### config.mk
export PLATFORM = sky130hd
export DESIGN_NAME = playfair_digraph_encrypt
export DESIGN_NICKNAME = d
export VERILOG_FILES = /design/src/rtl/pfde_pkg.sv /design/src/rtl/playfair_digraph_encrypt.sv /design/src/rtl/pfde_encipher.sv
export SDC_FILE = /design/constraint.sdc
export NUM_CORES = 1
export LEC_CHECK = 0
export ABC_AREA = 1
export BUFFER_PORTS_ARGS = -buffer_cell sky130_fd_sc_hd__buf_2
export CELL_PAD_IN_SITES_DETAIL_PLACEMENT = 0
export CELL_PAD_IN_SITES_GLOBAL_PLACEMENT = 1
export CORE_MARGIN = 2
export CORE_UTILIZATION = 30
export CTS_CLUSTER_SIZE = 24
export DETAILED_ROUTE_END_ITERATION = 7
export PLACE_DENSITY = 0.55
export SLEW_MARGIN = 20
export SYNTH_ARGS = -nofsm -noshare
export SYNTH_HDL_FRONTEND = slang
export SYNTH_SLANG_ARGS = --single-unit
### constraint.sdc
create_clock -name clk_i -period 8.7 [get_ports clk_i]
set_input_delay 0.435 -clock clk_i [delete_from_list [all_inputs] [get_ports clk_i]]
set_output_delay 0.435 -clock clk_i [all_outputs]
set_load 0.05 [all_outputs]
### src/rtl/pfde_pkg.sv
// Playfair digraph encipherer: shared types and constants.
// Used by pfde_encipher and playfair_digraph_encrypt; no dependencies.
package pfde_pkg;

  localparam int unsigned SqDim    = 5;
  localparam int unsigned CodeW    = 5;
  localparam int unsigned RowW     = SqDim * CodeW;
  localparam int unsigned CfgIdxW  = 3;

  typedef logic [CodeW-1:0] letter_t;
  typedef logic [RowW-1:0]  row_t;

  localparam letter_t FillerCode = 5'd23;  // X

  // Reset square YQDLG / MJXFU / VWCPB / OSKRE / THNAI
  localparam row_t RowReset [SqDim] = '{
    25'd6655512, 25'd21159212, 25'd1542869, 25'd4762190, 25'd8402163
  };

  typedef enum logic [CfgIdxW-1:0] {
    CFG_ROW0 = 3'd0,
    CFG_ROW1 = 3'd1,
    CFG_ROW2 = 3'd2,
    CFG_ROW3 = 3'd3,
    CFG_ROW4 = 3'd4
  } cfg_idx_e;

  typedef struct packed {
    letter_t a;
    letter_t b;
    logic    last;
  } pair_t;

  typedef struct packed {
    letter_t first;
    letter_t second;
    logic    absent;
  } enc_t;

endpackage

### src/rtl/playfair_digraph_encrypt.sv
// Playfair digraph encipherer, top level: pairing front end, pair queue,
// output register and key square registers. Depends on pfde_pkg, pfde_encipher.
// A cipher pair passes through the pair queue and then the output register.
// Throughput: one letter per cycle while the output is not stalled; a doubled final
// letter makes two pairs and holds the input off while the second pair drains.
// Reset: asynchronous, active low; clears the pending letter, the pair slots
// and the output valid, and loads the default key square.
module playfair_digraph_encrypt import pfde_pkg::*; (
  input  logic               clk_i,
  input  logic               rst_ni,
  input  logic               s_axis_tvalid,
  output logic               s_axis_tready,
  input  logic [7:0]         s_axis_tdata,   // [4:0] plain_letter
  input  logic               s_axis_tlast,   // final_letter
  output logic               m_axis_tvalid,
  input  logic               m_axis_tready,
  output logic [15:0]        m_axis_tdata,   // [4:0] cipher_first, [9:5] cipher_second
  output logic               m_axis_tuser,   // absent_flag
  output logic               m_axis_tlast,   // final_pair
  input  logic               cfg_we_i,
  input  logic [CfgIdxW-1:0] cfg_idx_i,
  input  logic [RowW-1:0]    cfg_data_i
);

  row_t [SqDim-1:0] square_q;
  letter_t          held_letter_q, held_letter_d;
  logic             held_valid_q, held_valid_d;
  pair_t            p0_q, p0_d, p1_q, p1_d;
  logic             p0_valid_q, p0_valid_d, p1_valid_q, p1_valid_d;
  logic             out_valid_q;
  enc_t             out_q;
  logic             out_last_q;
  enc_t             enc;
  logic             adv, in_acc;
  letter_t          letter;
  logic             last;

  assign letter = s_axis_tdata[CodeW-1:0];
  assign last   = s_axis_tlast;

  // advance the head pair into the output register
  assign adv           = p0_valid_q & (~out_valid_q | m_axis_tready);
  assign s_axis_tready = ~p1_valid_q & (~p0_valid_q | adv);
  assign in_acc        = s_axis_tvalid & s_axis_tready;

  always_comb begin
    held_letter_d = held_letter_q;
    held_valid_d  = held_valid_q;
    p0_valid_d    = p0_valid_q;
    p0_d          = p0_q;
    p1_valid_d    = p1_valid_q;
    p1_d          = p1_q;

    if (adv) begin
      p0_valid_d = p1_valid_q;
      p0_d       = p1_q;
      p1_valid_d = 1'b0;
    end

    if (in_acc) begin
      if (!held_valid_q) begin
        if (last) begin
          p0_valid_d = 1'b1;
          p0_d       = '{a: letter, b: FillerCode, last: 1'b1};
        end else begin
          held_letter_d = letter;
          held_valid_d  = 1'b1;
        end
      end else if (held_letter_q != letter) begin
        p0_valid_d    = 1'b1;
        p0_d          = '{a: held_letter_q, b: letter, last: last};
        held_letter_d = '0;
        held_valid_d  = 1'b0;
      end else begin
        // doubled letter: pad with X and keep the new letter pending; a final one is queued padded with X
        p0_valid_d = 1'b1;
        p0_d       = '{a: held_letter_q, b: FillerCode, last: 1'b0};
        if (last) begin
          p1_valid_d    = 1'b1;
          p1_d          = '{a: letter, b: FillerCode, last: 1'b1};
          held_letter_d = '0;
          held_valid_d  = 1'b0;
        end
      end
    end
  end

  pfde_encipher u_encipher (
    .square_i (square_q),
    .pair_i   (p0_q),
    .enc_o    (enc)
  );

  always_ff @(posedge clk_i or negedge rst_ni) begin
    if (!rst_ni) begin
      held_letter_q <= '0;
      held_valid_q  <= 1'b0;
      p0_valid_q    <= 1'b0;
      p1_valid_q    <= 1'b0;
      out_valid_q   <= 1'b0;
      for (int r = 0; r < SqDim; r++) begin
        square_q[r] <= RowReset[r];
      end
    end else begin
      held_letter_q <= held_letter_d;
      held_valid_q  <= held_valid_d;
      p0_valid_q    <= p0_valid_d;
      p1_valid_q    <= p1_valid_d;
      if (adv) begin
        out_valid_q <= 1'b1;
      end else if (m_axis_tready) begin
        out_valid_q <= 1'b0;
      end
      if (cfg_we_i && (cfg_idx_i <= CFG_ROW4)) begin
        square_q[cfg_idx_i] <= cfg_data_i;
      end
    end
  end

  always_ff @(posedge clk_i) begin
    p0_q <= p0_d;
    p1_q <= p1_d;
    if (adv) begin
      out_q      <= enc;
      out_last_q <= p0_q.last;
    end
  end

  assign m_axis_tvalid = out_valid_q;
  assign m_axis_tdata  = {6'b0, out_q.second, out_q.first};
  assign m_axis_tuser  = out_q.absent;
  assign m_axis_tlast  = out_last_q;

  a_p1_needs_p0: assert property (@(posedge clk_i) disable iff (!rst_ni)
    p1_valid_q |-> p0_valid_q)
    else $error("second pair slot filled without a head pair");

  a_idle_held_zero: assert property (@(posedge clk_i) disable iff (!rst_ni)
    !held_valid_q |-> (held_letter_q == '0))
    else $error("stale pending letter");

  a_double_final: assert property (@(posedge clk_i) disable iff (!rst_ni)
    (in_acc && held_valid_q && (held_letter_q == letter) && last)
      |=> (p1_valid_q && p0_valid_q && !held_valid_q))
    else $error("doubled final letter did not queue two pairs");

  a_out_from_pair: assert property (@(posedge clk_i) disable iff (!rst_ni)
    $rose(out_valid_q) |-> $past(p0_valid_q))
    else $error("output loaded without a queued pair");

endmodule

### src/rtl/pfde_encipher.sv
// Combinational Playfair encipher of one letter pair against the key square.
// Depends on pfde_pkg.
module pfde_encipher import pfde_pkg::*; (
  input  row_t  [SqDim-1:0] square_i,
  input  pair_t             pair_i,
  output enc_t              enc_o
);

  letter_t              sq_cell [SqDim][SqDim];
  logic [SqDim-1:0]     hit_a  [SqDim];
  logic [SqDim-1:0]     hit_b  [SqDim];
  logic [SqDim-1:0]     oh_a   [SqDim];
  logic [SqDim-1:0]     oh_b   [SqDim];
  logic [SqDim-1:0]     row_a, col_a, row_b, col_b;
  logic                 seen_a, seen_b;
  logic                 same_row, same_col;
  letter_t              row_x, row_y, col_x, col_y, rect_x, rect_y;

  always_comb begin
    for (int r = 0; r < SqDim; r++) begin
      for (int c = 0; c < SqDim; c++) begin
        sq_cell[r][c] = square_i[r][c*CodeW +: CodeW];
        hit_a[r][c]   = (sq_cell[r][c] == pair_i.a);
        hit_b[r][c]   = (sq_cell[r][c] == pair_i.b);
      end
    end

    // keep only the first hit, rows first, then columns
    seen_a = 1'b0;
    seen_b = 1'b0;
    for (int r = 0; r < SqDim; r++) begin
      for (int c = 0; c < SqDim; c++) begin
        oh_a[r][c] = hit_a[r][c] & ~seen_a;
        oh_b[r][c] = hit_b[r][c] & ~seen_b;
        seen_a     = seen_a | hit_a[r][c];
        seen_b     = seen_b | hit_b[r][c];
      end
    end

    row_a = '0;
    col_a = '0;
    row_b = '0;
    col_b = '0;
    for (int r = 0; r < SqDim; r++) begin
      for (int c = 0; c < SqDim; c++) begin
        row_a[r] = row_a[r] | oh_a[r][c];
        col_a[c] = col_a[c] | oh_a[r][c];
        row_b[r] = row_b[r] | oh_b[r][c];
        col_b[c] = col_b[c] | oh_b[r][c];
      end
    end

    // second letter anywhere in the first letter's row or column
    same_row = 1'b0;
    same_col = 1'b0;
    for (int r = 0; r < SqDim; r++) begin
      for (int c = 0; c < SqDim; c++) begin
        same_row = same_row | (row_a[r] & hit_b[r][c]);
        same_col = same_col | (col_a[c] & hit_b[r][c]);
      end
    end

    row_x  = '0;
    row_y  = '0;
    col_x  = '0;
    col_y  = '0;
    rect_x = '0;
    rect_y = '0;
    for (int r = 0; r < SqDim; r++) begin
      for (int c = 0; c < SqDim; c++) begin
        row_x  = row_x  | ({CodeW{oh_a[r][c]}} & sq_cell[r][(c+1) % SqDim]);
        row_y  = row_y  | ({CodeW{oh_b[r][c]}} & sq_cell[r][(c+1) % SqDim]);
        col_x  = col_x  | ({CodeW{oh_a[r][c]}} & sq_cell[(r+1) % SqDim][c]);
        col_y  = col_y  | ({CodeW{oh_b[r][c]}} & sq_cell[(r+1) % SqDim][c]);
        rect_x = rect_x | ({CodeW{row_a[r] & col_b[c]}} & sq_cell[r][c]);
        rect_y = rect_y | ({CodeW{row_b[r] & col_a[c]}} & sq_cell[r][c]);
      end
    end

    enc_o.absent = ~(seen_a & seen_b);
    if (enc_o.absent) begin
      enc_o.first  = '0;
      enc_o.second = '0;
    end else if (same_row) begin
      enc_o.first  = row_x;
      enc_o.second = row_y;
    end else if (same_col) begin
      enc_o.first  = col_x;
      enc_o.second = col_y;
    end else begin
      enc_o.first  = rect_x;
      enc_o.second = rect_y;
    end
  end

endmodule

Word-level counts from Yosys, hierarchy flattened
Cells that the tools add are included.

storage, ports and cells
  bits in registers = 162
  output and inout bits = 20

cells by class
  order comparisons = 3
  equality and inequality tests = 53
  muxes and demuxes = 28
  bitwise logic cells = 677
  reduce and logical (&&, ||, !) cells = 5

operators with widths
  operator            number
  $and 5x5->5         150
  $or 5x5->5          144
  $eq 5x5->1          50
  $or 1x1->1          178
  $and 1x1->1         152
  $bwmux 125          1
  $demux 25 s3        1
  $not 1->1           53
  $mux 11             4
  $mux 25             1
  $mux 10             2
  $mux 5              4
  $mux 1              14
  $mux 6              1
  $ne 5x5->1          1
  $lt 3x4->1 const B  1
  $reduce_and 4->1    1
  $ge 3x1->1 const B  1
  $le 3x3->1 const B  1
  $ne 3x2->1 const B  1
  $reduce_and 3->1    1
  $logic_and 1x1->1   2
  $ne 2x1->1 const B  1
  $reduce_bool 2->1   1

Depth between registers and ports, before layout
  depth in word-level cells = 52
  depth in mapped cells = 30
  depth with buffers taken out = 27

Modules after synthesis
A second synthesis with hierarchy kept.

unflattened totals
  cells, all modules = 2628
  area, all modules = 16480.8 um^2

modules (own cells, without submodules)
  module                    times used  cells each  area each (um^2)  sequential area each (um^2)
  pfde_encipher             1           2022        10298.6           0.0
  playfair_digraph_encrypt  1           606         6182.2            4151.5

Worst setup path after synthesis
Ideal clock, no wire load.

  kind = register -> register
  from = register square_q[10] (netlist bit)
  to = register out_q, in the netlist m_axis_tdata[6], data pin
  setup time = 0.262 ns
  arrival time = 3.027 ns
  slack = 5.411 ns
  cell stages (with the launch flop) = 26
  path buffers = 2
  period minus slack after synthesis = 3.289 ns
  cells stage by stage = dfstp_2 -> buf_2 -> nor2_1 -> nor2_2 -> nor2_1 -> nand3_2 -> nand3_2 -> nor2_2 -> nand4_2 -> nor2_4 -> nand4_2 -> nor2_4 -> nand4_4 -> nor2_4 -> nand4_4 -> nor3_2 -> nand2_2 -> nor2_4 -> nand3_4 -> nand2_2 -> nand2_4 -> nand2_4 -> buf_6 -> a21oi_1 -> nand2_1 -> nand2_1

on the way
  longest elaborated chain between the ends = 51

RTL lines
  what                                                    line                                      source
  from (decl)                                             playfair_digraph_encrypt.sv:25            row_t [SqDim-1:0] square_q;
  from (signal, indexed assignment)                       playfair_digraph_encrypt.sv:102           square_q[r] <= RowReset[r];
  from (signal, indexed assignment)                       playfair_digraph_encrypt.sv:115           square_q[cfg_idx_i] <= cfg_data_i;
  $eq 5x5->1                                              pfde_encipher.sv:23                       hit_a[r][c] = (sq_cell[r][c] == pair_i.a);
  $or 1x1->1 (19 in series)                               pfde_encipher.sv:35                       seen_a = seen_a | hit_a[r][c];
  $not 1->1 or $or 1x1->1 (tied branches)                 pfde_encipher.sv:33, pfde_encipher.sv:35
  $and 1x1->1, or another cell as far along               pfde_encipher.sv:33                       oh_a[r][c] = hit_a[r][c] & ~seen_a;
  $or 1x1->1, or another cell as far along                pfde_encipher.sv:47                       col_a[c] = col_a[c] | oh_a[r][c];
  $and 1x1->1, or another cell as far along               pfde_encipher.sv:76                       rect_y = rect_y | ({CodeW{row_b[r] & col_a[c]}} & sq_cell[r][c]);
  $and 5x5->5, or another cell as far along               pfde_encipher.sv:76
  $or 5x5->5, or another cell as far along (2 in series)  pfde_encipher.sv:76
  $or 5x5->5 or $and 5x5->5 (tied branches)               pfde_encipher.sv:76
  $or 5x5->5 (21 in series)                               pfde_encipher.sv:76
  $mux 10                                                 pfde_encipher.sv:87                       end else if (same_col) begin
  $mux 10                                                 pfde_encipher.sv:84                       end else if (same_row) begin
  to (signal assigned)                                    playfair_digraph_encrypt.sv:124           out_q <= enc;
  to (decl)                                               playfair_digraph_encrypt.sv:31            enc_t out_q;

Several ways; a longest one is shown, not always the timed one.
A chain may end at the register's enable or synchronous reset.

Worst setup path in the final report
  from = register p0_q[1] (netlist bit)
  to = register out_q, in the netlist m_axis_tdata[2], data pin

on the way
  longest elaborated chain between the ends = 52

RTL lines
  what                                                    line                                      source
  from (decl)                                             playfair_digraph_encrypt.sv:28            pair_t p0_q, p0_d, p1_q, p1_d;
  from (signal assigned)                                  playfair_digraph_encrypt.sv:121           p0_q <= p0_d;
  $eq 5x5->1                                              pfde_encipher.sv:24                       hit_b[r][c] = (sq_cell[r][c] == pair_i.b);
  $or 1x1->1 (20 in series)                               pfde_encipher.sv:36                       seen_b = seen_b | hit_b[r][c];
  $not 1->1 or $or 1x1->1 (tied branches)                 pfde_encipher.sv:34, pfde_encipher.sv:36
  $and 1x1->1, or another cell as far along               pfde_encipher.sv:34                       oh_b[r][c] = hit_b[r][c] & ~seen_b;
  $or 1x1->1, or another cell as far along                pfde_encipher.sv:49                       col_b[c] = col_b[c] | oh_b[r][c];
  $and 1x1->1, or another cell as far along               pfde_encipher.sv:75                       rect_x = rect_x | ({CodeW{row_a[r] & col_b[c]}} & sq_cell[r][c]);
  $and 5x5->5, or another cell as far along               pfde_encipher.sv:75
  $or 5x5->5, or another cell as far along (2 in series)  pfde_encipher.sv:75
  $or 5x5->5 or $and 5x5->5 (tied branches)               pfde_encipher.sv:75
  $or 5x5->5 (21 in series)                               pfde_encipher.sv:75
  $mux 10                                                 pfde_encipher.sv:87
  $mux 10                                                 pfde_encipher.sv:84

Several ways; a longest one is shown, not always the timed one.

==> metrics.txt <==
status finished with violations; failing checks max-capacitance violations; max cap viols 1; top_reg_cell synth dfrtp_1; CP Cell Sequence inv_2 -> nor2_1 -> nor3_1 -> nand3_2 -> buf_4 -> nand2_1 -> nor2_2 -> nand2_4 -> nand3_4 -> nor2_4 -> and3_1 -> nand3_1 -> nand3_1 -> buf_4 -> nand3_1 -> nand4_1 -> nor3_1 -> nand4_1 -> inv_1 -> nand2_1 -> nor2_1 -> nand3_1 -> nand2_1 -> nand2_1; Setup Crit Path Kind register to register; GRT Total Usage 0.403; CTS H-Tree Depth 4; pre-CTS WS 2.45 ns; Root Buffer clkbuf_16; number of buffers created by CTS 17; WP data arrival 6.83 ns; hold buffer count at cts 1; post-synthesis adder-cell area fraction 0; Layout area overhead 6.56%; syn_area_per_cell 6.26 sq um; Post-synth ARST share 0.827; largest net degree at the start of global routing 71; slew margin rel. 0.0193; CP max FO 28; Synth Register Bits 162; Die X 239 um; Lkg Pwr 7.94 nW; share of cells above drive strength 1 0.114; Filler cells 6117; simple-gate share of the synthesized area 0.386; worst min path class input pin to register; Hold Slack 0.176 ns; Final HPWL DP 88.1 mm; Post-Layout Cell Count 3276; CP Launch Type register; CTS tree yes; Fin. Hold Viols 0; Post-Route WL 115 mm; Cells after Synth 2644; fmax 152 MHz; area used by multi-input combinational logic 10300 sq um; Final nets 2599; XOR/XNOR Fraction of Synth Area 0.0868; mapped cell area 16600 sq um; worst clock skew 0.0226 ns; Skew-Pair Late Insertion Delay 0.52 ns; Compound-Gate Fraction of Synth Area 0.144; mux cell area share after synthesis 0; die area 57100 sq um; Core Region 54900 sq um; fin crit share 0.756; Layout Utilization 0.321; die height 239 um; RD Place Congestion 1.04; GRT overflow 0; placed cells 3241; Yosys warning count 0; total power 3.54 mW; worst slew pin tran 1.43 ns; RSZ-0062 raised after global routing false; initial antenna violation count 4; DR DRC count 0; clk buf depth 2; number of gates resized after CTS 0; Starting Density 0.302; number of global-route vias before repair 17900; Final Max Tran Viols 0; nature of the critical path endpoint register; slowest stage delay, CP 0.79 ns; final setup TNS 0 ns; DRT iter0 DRCs 2760; largest family of logic cells by synthesized area simple AND/OR/NAND/NOR gates; WP buf/inv 4; Tmin final 6.58 ns; IO Port Bufs 52; Final setup viols 0; worst setup margin 2.12 ns; via/cell ratio 5.97; synth unique cells 66; Clk pin slew, worst setup/hold paths 0.08 ns; sequential cell area fraction in the yosys report 0.251; worst path required time 8.95 ns; FF/Latch Area 4160 sq um; num rows 86; Routed Antenna Nets 0; Post-synth EDFFs 17; PwrDens 201 nW/um^2; Finished Cell Area 17600 sq um; worst vdd ir 0.172 mV; Routed WL per cell 35.2 um; top cell family by delay on the critical path simple AND/OR/NAND/NOR gates; Placed Area 17000 sq um; clock sinks 162; first-pass GRT wire length 156 mm; post-CTS setup buffer count 0; vias 19600; io pins 62; CP max stage cell dfxtp_2; drt pass-1 iters 6
[sequential cells by signal, indices dropped and copies added, names as in the netlist]
signal	count
m_axis_tuser	1
p0_valid_q	1
p1_valid_q	1
m_axis_tlast	1
p0_q	11
held_valid_q	1
m_axis_tdata	10
square_q	125
held_letter_q	5
p1_q	5
m_axis_tvalid	1
[Yosys cell counts, drive strengths merged (5+ instances only)]
master | n | area (sq um)
nand2 | 603 | 2320
nor2 | 382 | 1500
nand3 | 291 | 1550
inv | 273 | 1040
o21ai | 175 | 876
buf | 121 | 763
clkbuf | 92 | 353
o22ai | 82 | 513
xnor2 | 82 | 718
xor2 | 82 | 718
dfrtp | 80 | 2000
nor3 | 60 | 317
dfstp | 54 | 1420
a21oi | 50 | 254
nand4 | 42 | 320
nor4 | 25 | 205
a221oi | 24 | 216
edfxtp | 17 | 510
o211ai | 17 | 133
o221ai | 17 | 149
and3 | 15 | 95.1
dfxtp | 11 | 220
o2111ai | 11 | 96.3
clkinv | 7 | 27.5
a2111oi | 5 | 43.8
a211oi | 5 | 37.5
[worst register-to-register path, cell delays in order (launching register included)]
cell and delay (ns):
dfxtp_2 0.79, inv_2 0.34, nor2_1 0.17, nor3_1 0.08, nand3_2 0.06, buf_4 0.23
nand2_1 0.14, nor2_2 0.23, nand2_4 0.13, nand3_4 0.36, nor2_4 0.16, and3_1 0.33
nand3_1 0.49, nand3_1 0.66, buf_4 0.41, nand3_1 0.09, nand4_1 0.20, nor3_1 0.62
nand4_1 0.17, inv_1 0.09, nand2_1 0.16, nor2_1 0.13, nand3_1 0.10, nand2_1 0.09
nand2_1 0.08
[layout by cell type, fill, tap and decap left out, drive strengths merged, types with 60 or more instances in the layout]
cell and count:
xor2 82, o22ai 82, xnor2 82, inv 282, nand3 291, o21ai 175, dfrtp 80, nor3 60
nand2 603, buf 101, nor2 382
[kinds of logic after synthesis]
kind of cell,Yosys count
and+or+nand+nor,1429
xor gates and xnor gates,164
buffers and inverters,493
other,1
DFF,162
AOI/OAI and AO/OA,395
[power breakdown]
group	switching, mW	internal [mW]	total [mW]	leakage (nW)
Clock	0.444	0.390	0.834	0.294
Combinational	1.02	0.339	1.36	5.84
Sequential	0.439	0.914	1.35	1.80
Total	1.90	1.64	3.54	7.94
[cell type report]
| type | count | share of cell area |
|---|---|---|
| clock buffers | 17 | 0.0241 |
| well taps | 704 | 0.0499 |
| clock inverters | 15 | 0.0101 |
| repair buffers | 102 | 0.0365 |
| diodes | 2 | 0.000284 |
| inverters | 280 | 0.0605 |
| flip-flops and latches | 162 | 0.236 |
| multi-input cells | 1994 | 0.583 |
[routing by layer]
layer | GRT usage | routed length, um | vias to the layer above
met5 | 0 | 18 | -
met4 | 0.241 | 8100 | 2
met3 | 0.0768 | 9860 | 289
met2 | 0.587 | 47700 | 1170
met1 | 0.550 | 49600 | 9614
li1 | - | - | 8487
[path summary, 6_finish.rpt]
kind / depth (start not counted) / slack (ns) / endpoint / from
min in group asynchronous: 2 / 0.50 / square_q[29] / rst_ni
hold reg to reg: 0 / 0.44 / m_axis_tlast / p0_q[0]
hold / removal: 1 / 0.18 / p1_q[9] / s_axis_tdata[3]
setup / recovery: 24 / 2.12 / m_axis_tdata[2] / p0_q[1]
setup reg to reg: 24 / 2.12 / m_axis_tdata[2] / p0_q[1]
max in group asynchronous: 3 / 6.77 / square_q[95] / rst_ni
(Power assumes the default switching activity.)
